===== src/rtl/core/mik_pkg.sv =====
// ----------------------------------------------------------------------------
// mik_pkg
// Types, codes and constants shared by the mecanum inverse kinematics core.
// ----------------------------------------------------------------------------
package mik_pkg;

    localparam int FRAC_BITS_DEF = 16;
    localparam int ANGLE_FRAC    = 14;
    localparam int CFG_IDX_W     = 3;
    localparam int CFG_DATA_W    = 32;
    localparam int QUEUE_DEPTH   = 2;

    localparam logic KIND_REF  = 1'b0;
    localparam logic KIND_TICK = 1'b1;

    typedef enum logic [CFG_IDX_W-1:0] {
        REG_COS_OFFSET  = 3'd0,
        REG_SIN_OFFSET  = 3'd1,
        REG_BASE_OFF_X  = 3'd2,
        REG_BASE_OFF_Y  = 3'd3,
        REG_PROJ_SUM    = 3'd4,
        REG_INV_RADIUS  = 3'd5,
        REG_REF_TIMEOUT = 3'd6
    } cfg_reg_t;

    typedef enum logic [2:0] {
        ST_DRIVING   = 3'd0,
        ST_NO_REF    = 3'd1,
        ST_TIMED_OUT = 3'd2,
        ST_ACCEPTED  = 3'd3,
        ST_REJECTED  = 3'd4
    } status_t;

    typedef enum logic [1:0] {
        BK_IDLE,
        BK_RUN,
        BK_DONE
    } bk_state_t;

    typedef struct packed {
        status_t            status;
        logic signed [31:0] vel_x;
        logic signed [31:0] vel_y;
        logic signed [31:0] yaw_rate;
    } cmd_t;

    typedef struct packed {
        logic signed [15:0] cos_angle;
        logic signed [15:0] sin_angle;
        logic signed [31:0] offset_x;
        logic signed [31:0] offset_y;
        logic [30:0]        proj_sum;
        logic [30:0]        inv_radius;
    } kin_cfg_t;

endpackage


===== src/rtl/core/mik_queue.sv =====
// ----------------------------------------------------------------------------
// mik_queue
// Short FIFO of commands between the front and the kinematics back end.
// ----------------------------------------------------------------------------
module mik_queue
    import mik_pkg::*;
(
    input  logic clk,
    input  logic rst_n,
    input  logic push,
    input  cmd_t push_cmd,
    output logic full,
    input  logic pop,
    output cmd_t pop_cmd,
    output logic not_empty
);

    localparam int PTR_W = (QUEUE_DEPTH > 1) ? $clog2(QUEUE_DEPTH) : 1;
    localparam int CNT_W = $clog2(QUEUE_DEPTH + 1);

    cmd_t             entry_reg [QUEUE_DEPTH];
    logic [PTR_W-1:0] wr_ptr_reg, wr_ptr_next;
    logic [PTR_W-1:0] rd_ptr_reg, rd_ptr_next;
    logic [CNT_W-1:0] count_reg,  count_next;

    function automatic logic [PTR_W-1:0] ptr_inc(input logic [PTR_W-1:0] p);
        logic [PTR_W-1:0] r;
        if (p == PTR_W'(QUEUE_DEPTH - 1))
        begin
            r = '0;
        end
        else
        begin
            r = p + PTR_W'(1);
        end
        return r;
    endfunction

    assign full      = (count_reg == CNT_W'(QUEUE_DEPTH));
    assign not_empty = (count_reg != '0);
    assign pop_cmd   = entry_reg[rd_ptr_reg];

    always_comb
    begin
        wr_ptr_next = push ? ptr_inc(wr_ptr_reg) : wr_ptr_reg;
        rd_ptr_next = pop  ? ptr_inc(rd_ptr_reg) : rd_ptr_reg;
        count_next  = count_reg;
        if (push && !pop)
        begin
            count_next = count_reg + CNT_W'(1);
        end
        else if (pop && !push)
        begin
            count_next = count_reg - CNT_W'(1);
        end
    end

    always_ff @(posedge clk or negedge rst_n)
    begin
        if (!rst_n)
        begin
            wr_ptr_reg <= '0;
            rd_ptr_reg <= '0;
            count_reg  <= '0;
        end
        else
        begin
            wr_ptr_reg <= wr_ptr_next;
            rd_ptr_reg <= rd_ptr_next;
            count_reg  <= count_next;
        end
    end

    always_ff @(posedge clk)
    begin
        if (push)
        begin
            entry_reg[wr_ptr_reg] <= push_cmd;
        end
    end

endmodule


===== config.mk =====
export PLATFORM = sky130hd
export DESIGN_NAME = mik_queue
export DESIGN_NICKNAME = d
export VERILOG_FILES = /design/src/rtl/core/mik_pkg.sv /design/src/rtl/core/mik_queue.sv
export SDC_FILE = /design/constraint.sdc
export NUM_CORES = 1
export LEC_CHECK = 0
export ABC_AREA = 1
export BUFFER_PORTS_ARGS = -buffer_cell sky130_fd_sc_hd__buf_4
export CAP_MARGIN = 20
export CORE_AREA = 5 5 129 222
export DETAILED_ROUTE_END_ITERATION = 12
export DIE_AREA = 0 0 134 227
export GPL_TIMING_DRIVEN = 0
export PLACE_DENSITY_LB_ADDON = 0.05
export SLEW_MARGIN = 20
export SYNTH_ARGS = -nofsm -noshare
export SYNTH_HDL_FRONTEND = slang
export SYNTH_SLANG_ARGS = --single-unit

===== constraint.sdc =====
create_clock -name clk -period 5.45 [get_ports clk]
set_input_delay 0 -clock clk [delete_from_list [all_inputs] [get_ports clk]]
set_output_delay 0 -clock clk [all_outputs]
set_load 0.01 [all_outputs]

==> impl_metrics.ini <==
[status]
status = finished, final reports clean

[power_and_ir_drop]
clkPwrFrac_pct = 24.7
p_switching_mw = 1.56
seqPwrFrac_pct = 38.0
power_density_nw_per_um2 = 483
irDropWorstVdd_mv = 0.329
p_comb_share_pct = 37.3
p_leak_nw = 4.68
sw_frac_of_total_pct = 27.8
power.internal_mw = 4.05
total_power_mw = 5.61

[finish]
nets = 772
final_util_pct = 43.7
drive_above_1_share_pct = 51.3
largest_register_ffs = 198
syn_to_final_growth_pct = 47.9
diodes = 0

[clock_network]
clockBufferDepth = 3
cts_resized = 0
clockRootBuffer = clkbuf_16
htree_levels = 1
clock_sinks = 202
cts_buffers = 22
cts_tree = yes
clk_latency_ps = 500
clk_pin_slew_ps = 60

[floorplanning]
dieHeight_um = 227
die_w_um = 134
io_pins = 204
rows = 79
core_um2 = 26600
start_util_pct = 29.5
die_area_um2 = 30400

[worst_setup_path]
r2r_end = entry_reg[0][27]
arrival_ps = 1770
cp_slowest_cell = dfrtp_1
critPathKind = register to output port
crit_chain = buf_6 > buf_12 > mux2_4 > buf_4
crit_path_max_fanout = 10
start_kind = register
setup.worst_path.end_class = output port
r2r_slack_ps = 3720
r2r_cells = 3
required_ps = 5450
r2r-start = wr_ptr_reg
slowest_delay_ps = 350

[global_route]
grt_antenna_before_repair = 0
grt_pass1_vias = 4711
grt.overflow.total = 0
grtUsageTotal_pct = 10.9
grt_start_max_net_pins = 58
grt_pass1_wl_mm = 25.8

[worst_hold_path]
hold_class = input pin to register
hold_depth = 2
whs_endpoint = entry_reg[1][12]
min_from = push_cmd[12]

[routing]
antenna_left = 0
first_pass_iters = 4
via_count = 4200
routed_wl_mm = 17.2
first_iter_violations = 96
viasPerCell = 4.17
wl_per_cell_um = 17.1
drc_errors = 0

[logic_synthesis]
post_synth_instance_area_um2 = 7850
ys_ff_latch = 202
synthDistinctLibCells = 13
synth.avg_cell_area_um2 = 23.6
synthCells = 333
yosysSeqAreaShare_pct = 77.0
mappedNetlistNets = 437
ys.warnings.count = 0

[sta]
maxSlewViolCount = 0
setup_viol = 0
period_needed_ps = 1770
period_share_pct = 32.4
rsz0062_at_grt = no
max-slew-margin-rel_pct = 60.0
tightest_slew_ps = 598
finClkSkew_ps = 8.69
finalHoldViolCount = 0
fmax_mhz = 566

[placed_design]
post-dp-hpwl_mm = 11.7
io_buffers = 203
gp_congestion = 0.684

[flow_run]
max-cap-violations = 0
==> cells in the mapped netlist, drive strengths merged <==
cell type	number	area, um^2
edfxtp	198	5950
xor2	2	17.5
mux2	99	1490
inv	7	26.3
xnor2	1	8.76
dfrtp	4	100
buf	11	211
nand2	6	22.5
nand4	1	6.26
nor2	2	7.51
nand3	1	5.00
ha	1	12.5
==> power by group through the flow <==
stage          registers (mW)  clock network (mW)  logic [mW]
6_report                 2.13                1.38        2.09
2_1_floorplan            2.19                   0        1.24
4_1_cts                  2.14                1.45        2.17
5_1_grt                  2.16                1.52        2.23
3_3_place_gp             2.23                   0        2.03
3_5_place_dp             2.17                   0        2.10
==> how the worst max path moves through the flow <==
stage	start	to	slack [ps]	depth (start not counted)
detailed placement	wr_ptr_reg	entry_reg[0][27]	3670	3
global route	rd_ptr_reg	pop_cmd[55]	3580	4
finish	rd_ptr_reg	pop_cmd[30]	3680	4
global placement	wr_ptr_reg	entry_reg[0][23]	-2680	1
floorplan	wr_ptr_reg	entry_reg[0][0]	360	1
CTS	rd_ptr_reg	pop_cmd[53]	3620	4
==> timing repair <==
item | 4_1_cts | 5_1_grt
buffers inserted | 0 | 0
hold endpoints to repair | 206 | 0
hold buffers | 103 | 0
==> layout by cell type, fill, tap and decap left out <==
cell type,n
nand2_1,6
buf_4,203
edfxtp_1,198
nand3_1,1
xor2_1,2
nor2_4,1
ha_1,1
clkinv_2,4
nor2_1,1
clkbuf_8,2
dfrtp_1,4
xnor2_1,1
inv_6,1
inv_1,6
buf_16,2
clkbuf_1,5
buf_6,1
dlygate4sd3_1,103
clkbuf_16,23
mux2_4,99
buf_12,13
clkinvlp_4,2
nand4_1,1
clkinv_1,4
==> logic make-up after synthesis <==
group | count (synthesis) | synth area share [%]
AND/OR/NAND/NOR | 10 | 0.526
buffers and inverters | 18 | 3.03
multiplexers | 99 | 18.9
XOR/XNOR | 3 | 0.335
adder cells (fa/ha/maj) | 1 | 0.159
flip-flops | 202 | 77.0
==> critical path, delay by kind of cell, from the launching register on <==
kind / cells / cell delay (ps)
buf+inv: 3 / 600
flops: 1 / 350
mux: 1 / 310
==> metrics by stage <==
stage	setup TNS [ps]	std cells	hold slack [ps]	worst slack [ps]	area, um^2
after floorplan	0	333	-296	358	7850
after global placement	-264360	860	-204	-2680	9780
after detailed placement	0	865	-199	3670	9910
after CTS	0	1008	191	3620	11600
after global routing	0	1008	203	3580	11600
final	0	1008	222	3680	11600
==> routing by layer <==
metal	wire, um	up-vias	global-route usage (%)
li1	-	1982	-
met1	6030	2066	11.0
met2	9700	123	21.3
met3	1150	29	2.92
met4	359	0	3.99
met5	0	-	0
==> area by class of cell <==
class,instances,area [um^2]
sequential,202,6050
clock inverter,10,50.0
inverter,7,31.3
tap,324,405
fill,2376,15000
multi-input combinational,113,1570
timing repair buffer,311,2670
clock buffer,30,622
buffer,11,211
No activity file was read; power rests on OpenSTA's default activity.
