--- src/rtl/core/mik_pkg.sv ---
// ----------------------------------------------------------------------------
// mik_pkg
// Types, codes and constants shared by the mecanum inverse kinematics core.
// ----------------------------------------------------------------------------
package mik_pkg;

    localparam int FRAC_BITS_DEF = 16;
    localparam int ANGLE_FRAC    = 14;
    localparam int CFG_IDX_W     = 3;
    localparam int CFG_DATA_W    = 32;
    localparam int QUEUE_DEPTH   = 2;

    localparam logic KIND_REF  = 1'b0;
    localparam logic KIND_TICK = 1'b1;

    typedef enum logic [CFG_IDX_W-1:0] {
        REG_COS_OFFSET  = 3'd0,
        REG_SIN_OFFSET  = 3'd1,
        REG_BASE_OFF_X  = 3'd2,
        REG_BASE_OFF_Y  = 3'd3,
        REG_PROJ_SUM    = 3'd4,
        REG_INV_RADIUS  = 3'd5,
        REG_REF_TIMEOUT = 3'd6
    } cfg_reg_t;

    typedef enum logic [2:0] {
        ST_DRIVING   = 3'd0,
        ST_NO_REF    = 3'd1,
        ST_TIMED_OUT = 3'd2,
        ST_ACCEPTED  = 3'd3,
        ST_REJECTED  = 3'd4
    } status_t;

    typedef enum logic [1:0] {
        BK_IDLE,
        BK_RUN,
        BK_DONE
    } bk_state_t;

    typedef struct packed {
        status_t            status;
        logic signed [31:0] vel_x;
        logic signed [31:0] vel_y;
        logic signed [31:0] yaw_rate;
    } cmd_t;

    typedef struct packed {
        logic signed [15:0] cos_angle;
        logic signed [15:0] sin_angle;
        logic signed [31:0] offset_x;
        logic signed [31:0] offset_y;
        logic [30:0]        proj_sum;
        logic [30:0]        inv_radius;
    } kin_cfg_t;

endpackage

--- src/rtl/core/mik_if.sv ---
// ----------------------------------------------------------------------------
// mik_if
// Valid/ready channels for input items and wheel speed results.
// ----------------------------------------------------------------------------
interface mik_item_if;
    logic               valid;
    logic               ready;
    logic               kind;
    logic signed [31:0] vel_x;
    logic signed [31:0] vel_y;
    logic signed [31:0] yaw_rate;
    logic               ref_valid;
    logic [31:0]        stamp;
    logic [31:0]        now_time;

    modport source (
        output valid, kind, vel_x, vel_y, yaw_rate, ref_valid, stamp, now_time,
        input  ready
    );
    modport sink (
        input  valid, kind, vel_x, vel_y, yaw_rate, ref_valid, stamp, now_time,
        output ready
    );
endinterface


--- src/rtl/core/mik_front.sv ---
// ----------------------------------------------------------------------------
// mik_front
// Takes input items, keeps the held reference and its age checks, and queues
// one command per item with a snapshot of the velocities to drive.
// ----------------------------------------------------------------------------
module mik_front
    import mik_pkg::*;
(
    input  logic        clk,
    input  logic        rst_n,
    mik_item_if.sink    item,
    input  logic [31:0] timeout,
    input  logic        q_full,
    output logic        push,
    output cmd_t        push_cmd
);

    logic signed [31:0] held_vel_x_reg, held_vel_x_next;
    logic signed [31:0] held_vel_y_reg, held_vel_y_next;
    logic signed [31:0] held_yaw_reg,   held_yaw_next;
    logic [31:0]        held_stamp_reg, held_stamp_next;
    logic               held_valid_reg, held_valid_next;

    logic [31:0] ref_stamp;
    logic [31:0] ref_age;
    logic        ref_ok;
    logic [31:0] held_age;
    logic        held_late;
    logic        accept;

    assign item.ready = !q_full;
    assign accept     = item.valid && item.ready;

    always_comb
    begin
        ref_stamp = (item.stamp == '0) ? item.now_time : item.stamp;
        ref_age   = item.now_time - ref_stamp;
        ref_ok    = (timeout == '0) || (ref_age <= timeout);
        held_age  = item.now_time - held_stamp_reg;
        held_late = held_age > timeout;

        held_vel_x_next = held_vel_x_reg;
        held_vel_y_next = held_vel_y_reg;
        held_yaw_next   = held_yaw_reg;
        held_stamp_next = held_stamp_reg;
        held_valid_next = held_valid_reg;

        push              = accept;
        push_cmd.vel_x    = held_vel_x_reg;
        push_cmd.vel_y    = held_vel_y_reg;
        push_cmd.yaw_rate = held_yaw_reg;
        push_cmd.status   = ST_DRIVING;

        if (item.kind == KIND_REF)
        begin
            push_cmd.status = ref_ok ? ST_ACCEPTED : ST_REJECTED;
            if (accept && ref_ok)
            begin
                held_vel_x_next = item.vel_x;
                held_vel_y_next = item.vel_y;
                held_yaw_next   = item.yaw_rate;
                held_stamp_next = ref_stamp;
                held_valid_next = item.ref_valid;
            end
        end
        else if (!held_valid_reg)
        begin
            push_cmd.status = ST_NO_REF;
        end
        else if (held_late)
        begin
            // zero timeout: drive once, then drop the reference
            push_cmd.status = (timeout != '0) ? ST_TIMED_OUT : ST_DRIVING;
            if (accept)
            begin
                held_valid_next = 1'b0;
            end
        end
    end

    always_ff @(posedge clk or negedge rst_n)
    begin
        if (!rst_n)
        begin
            held_valid_reg <= 1'b0;
        end
        else
        begin
            held_valid_reg <= held_valid_next;
        end
    end

    always_ff @(posedge clk)
    begin
        held_vel_x_reg <= held_vel_x_next;
        held_vel_y_reg <= held_vel_y_next;
        held_yaw_reg   <= held_yaw_next;
        held_stamp_reg <= held_stamp_next;
    end

endmodule

--- src/flat_wrapper.sv ---
// flat-port wrapper written by rule: the top's interface ports become plain ports
module mik_front_flat import mik_pkg::*;
  (clk, rst_n, timeout, q_full, push, push_cmd, item_valid, item_kind, item_vel_x, item_vel_y, item_yaw_rate, item_ref_valid, item_stamp, item_now_time, item_ready);
  mik_item_if item_i ();
  input  logic clk;
  input  logic rst_n;
  input  logic [31:0] timeout;
  input  logic q_full;
  output logic push;
  output cmd_t push_cmd;
  input wire logic [$bits(item_i.valid)-1:0] item_valid;
  input wire logic [$bits(item_i.kind)-1:0] item_kind;
  input wire logic [$bits(item_i.vel_x)-1:0] item_vel_x;
  input wire logic [$bits(item_i.vel_y)-1:0] item_vel_y;
  input wire logic [$bits(item_i.yaw_rate)-1:0] item_yaw_rate;
  input wire logic [$bits(item_i.ref_valid)-1:0] item_ref_valid;
  input wire logic [$bits(item_i.stamp)-1:0] item_stamp;
  input wire logic [$bits(item_i.now_time)-1:0] item_now_time;
  output wire logic [$bits(item_i.ready)-1:0] item_ready;
  assign item_i.valid = item_valid;
  assign item_i.kind = item_kind;
  assign item_i.vel_x = item_vel_x;
  assign item_i.vel_y = item_vel_y;
  assign item_i.yaw_rate = item_yaw_rate;
  assign item_i.ref_valid = item_ref_valid;
  assign item_i.stamp = item_stamp;
  assign item_i.now_time = item_now_time;
  assign item_ready = item_i.ready;
  mik_front u_core (.clk(clk), .rst_n(rst_n), .item(item_i), .timeout(timeout), .q_full(q_full), .push(push), .push_cmd(push_cmd));
endmodule
--- config.mk ---
export PLATFORM = sky130hd
export DESIGN_NAME = mik_front_flat
export DESIGN_NICKNAME = d
export VERILOG_FILES = /design/src/rtl/core/mik_pkg.sv /design/src/rtl/core/mik_if.sv /design/src/rtl/core/mik_front.sv /design/src/flat_wrapper.sv
export SDC_FILE = /design/constraint.sdc
export NUM_CORES = 1
export LEC_CHECK = 0
export BUFFER_PORTS_ARGS = -buffer_cell sky130_fd_sc_hd__buf_2
export CAP_MARGIN = 25
export CORE_ASPECT_RATIO = 0.6
export CORE_MARGIN = 1.5
export CORE_UTILIZATION = 52
export CTS_BUF_LIST = sky130_fd_sc_hd__clkbuf_16
export DETAILED_ROUTE_END_ITERATION = 16
export HOLD_SLACK_MARGIN = 0.12
export PLACE_DENSITY = 0.81
export SYNTH_ARGS = -nofsm -noshare
export SYNTH_HDL_FRONTEND = slang
export SYNTH_SLANG_ARGS = --single-unit
--- constraint.sdc ---
create_clock -name clk -period 6.5 [get_ports clk]
set_clock_uncertainty 0.1 [all_clocks]
set_input_delay 0.65 -clock clk [delete_from_list [all_inputs] [get_ports clk]]
set_output_delay 0.65 -clock clk [all_outputs]
set_load 0.005 [all_outputs]
==> impl_results.md <==
* NetSw at 0.000945 W
* FMAX at 149 MHz
* Yosys warning total at 0
* Row Count at 37
* H-Tree Depth at 4
* GR Util All Layers at 0.303
* Die width at between 150 and 200 um
* Fin. max-slew vios at 0
* Ys async rst share at 0.00775
* Slowest CP cell: a221o_1
* Met2 Wirelength at 12.5 mm
* Worst reg2reg startpoint: u_core.held_stamp_reg[0]$_DFFE_PP_
* Initial antenna violation count at 1
* Primary FF master, synth: edfxtp_1
* Share of layout cells above drive strength 1 at 0.342
* RSZ-0062 raised after global routing: yes
* Critical Path RT at 5.75 ns
* Worst Hold Class: in -> reg
* Vias per cell at 5.74
* Max clock buf depth at 2
* TNS Setup at -0.496 ns
* Share of the yosys chip area belonging to registers at 0.417
* Inst Count DP at 1,473
* Syn nets at 1,223
* Final hold vios at 0
* Synth cell count leaders: edfxtp_1, ha_1, inv_1
* Met3 Wirelength at 3.49 mm
* Post-route antenna net violation count at 0
* Status: finished, violations left
* GR Overflow Total at 0
* Worst reg2reg path depth at 18
* Critical Path Max Stage Delay at 0.44 ns
* R2r setup slk at 1.42 ns
* Fin crit period at 6.73 ns
* Clock share of power at 0.337
* Share of the synthesized area in the top cell type at 0.414
* Residual DRC at 0
* Area grow syn2layout at 34.5%
* PwrDens at ~230 nW/um^2
* Most numerous cell in the Yosys netlist: edfxtp_1
* Post-synthesis register bit count at 129
* Routed via count at approximately 8,700
* Crit path max-delay family: compound AO/OA/AOI/OAI gates
* Slew at the pin closest to its max-slew limit at 0.663 ns
* Max VDD drop at 171 uV
* Startpoint types: primary input
* Core ar. at ~17,000 sq um
* Worst skew pair latency at 0.42 ns
* Final Util at 0.721
* Post-synth EDFFs at 128
* Max Used Layer: met4
* Area contributors post-synth: edfxtp_1, ha_1, a21oi_1
* Syn Inst Count at 897
* Worst-path maximum fanout at 5
* CTS sink cnt at 129
* Int Power at between 0.0015 and 0.002 W
* HPWL after detailed placement at 23.2 mm
* Clock Pin Slew Worst Setup and Hold Paths at 0.07 ns
* Full die area at 18,700 sq um
* Final GP Congestion at 0.945
* RR Endpoint: u_core.held_valid_reg$_DFFE_PN0P_
* Hold path cells at 1
* Pre-CTS worst setup slack at -0.142 ns
* Area leader, netlist: edfxtp_1
* Hold WS at 0.295 ns
* CTS tree: built
* Vias in the first global route at 8,191
* Hold Startpoint: item_vel_y[15]
* Largest net degree at the start of global routing at 41
* Met1 Wirelength at 12.6 mm
* Failing checks: negative setup slack
* Slack of the critical path at -0.232 ns
* Sw Ratio at 0.329
* Rel. slew slack at 0.554
* DRT Pass-1 Iters at 5
* Arrival time worst endpoint at ~6.0 ns
* Final nets at 1,596
* Initial Util at 0.536
* Detailed Route WL at 29.0 mm
* IO Pins at 299
* Leakage Power at 5.89 nW
* Global-route wire length before repair at between 40 and 50 mm
* Die H at 106 um
* Clock Tree Root: clkbuf_16
* DRT iter0 DRCs at 868
* Post-synthesis average cell area at a little over 10 sq um
* Port Buf Inserts at 298
* Setup crit end kind: output port
* Max Cap Violations at 0
* CTS buffer count at 17
* Final setup vio count at 3
* Mapped cell area at just over 9000 sq um
* Sequential power share at 0.346
* Comb pwr share at 0.316
* Hold Path End: u_core.held_vel_y_reg[15]$_DFFE_PP_
* Final period utilization at 1.04
* CP Class: in -> out
* Crit path buf inv count at 4
* Cell Count, Final, Fillers Out at roughly 1,500
* Routed len/inst at 19.1 um
* Cell variety after synth at 70
==> through the flow <==
| step | cell area [sq um] | total power [W] |
|---|---|---|
| 5_1_grt | 12500 | 0.00301 |
| 2_1_floorplan | 9390 | 0.00155 |
| 6_report | 12500 | 0.00287 |
| 3_3_place_gp | 11600 | 0.00184 |
| 3_5_place_dp | 11600 | 0.00187 |
| 4_1_cts | 12200 | 0.00285 |
==> layout by cell type, fill, tap and decap left out, types with 5 or more instances in the layout <==
cell type,instances
o21a_1,13
nand3_1,8
nand2b_1,6
o211ai_1,12
nor3_1,16
a21oi_2,5
xnor2_1,38
nor2b_1,11
edfxtp_1,128
buf_4,53
o21ai_0,27
o21ai_1,6
nand2_1,38
clkbuf_16,18
and3_1,12
ha_1,122
inv_6,5
a21o_1,45
xor2_1,12
buf_12,8
a211oi_1,7
nor2_1,36
buf_2,295
nand4_1,25
nor4_4,5
nor4_1,13
inv_1,110
a21oi_1,93
==> worst max-delay path by stage <==
stage                   startpoint                            endpoint  depth (start not counted)
floorplan           item_stamp[13]  u_core.held_stamp_reg[0]$_DFFE_PP_                         23
global placement    item_stamp[20]                        push_cmd[97]                         27
finish              item_stamp[25]                        push_cmd[97]                         27
CTS                 item_stamp[20]                        push_cmd[97]                         27
detailed placement  item_stamp[20]                        push_cmd[97]                         27
global route        item_stamp[25]                        push_cmd[97]                         27
==> per-layer routing <==
metal / up-vias / global-route usage
met3: 44 / 0.0901
met5: - / 0
met4: 0 / 0.0763
li1: 4132 / -
met1: 4042 / 0.433
met2: 495 / 0.447
==> layout make-up <==
cell class,instances,area [sq um]
tap,234,293
clock inverter,15,164
sequential,129,3870
antenna,1,2.50
clock buffer,17,425
fill,1297,4830
timing repair buffer,363,2130
multi-input combinational,649,5180
inverter,110,413
==> power by group through the flow <==
stage               combinational, W  sequential (W)  clock [W]
global route                0.000996         0.00100    0.00102
finish                      0.000909        0.000995   0.000970
detailed placement          0.000853         0.00101          0
global placement            0.000829         0.00101          0
CTS                         0.000865        0.000995   0.000987
floorplan                   0.000526         0.00102          0
==> kinds of logic (layout without fill, tap and decap cells) <==
| logic type | Yosys count | after routing | share of synthesized area |
|---|---|---|---|
| AO/OA/AOI/OAI | 266 | 266 | 0.194 |
| XOR/XNOR | 50 | 50 | 0.0472 |
| adder cells (fa/ha/maj) | 128 | 128 | 0.174 |
| buffers and inverters | 119 | 505 | 0.0489 |
| flip-flops | 129 | 129 | 0.417 |
| multiplexers | 4 | 4 | 0.00432 |
| other | 0 | 1 | 0 |
| AND/OR/NAND/NOR | 201 | 201 | 0.115 |
==> repair_timing <==
item,CTS,global route
setup endpoints to repair,3,3
buffers inserted,0,10
pin swaps,0,15
endpoints found under the hold margin,1,0
gates resized for setup,4,34
hold buffers,1,0
cloned,0,1
Power figures use the tool's default switching activity.
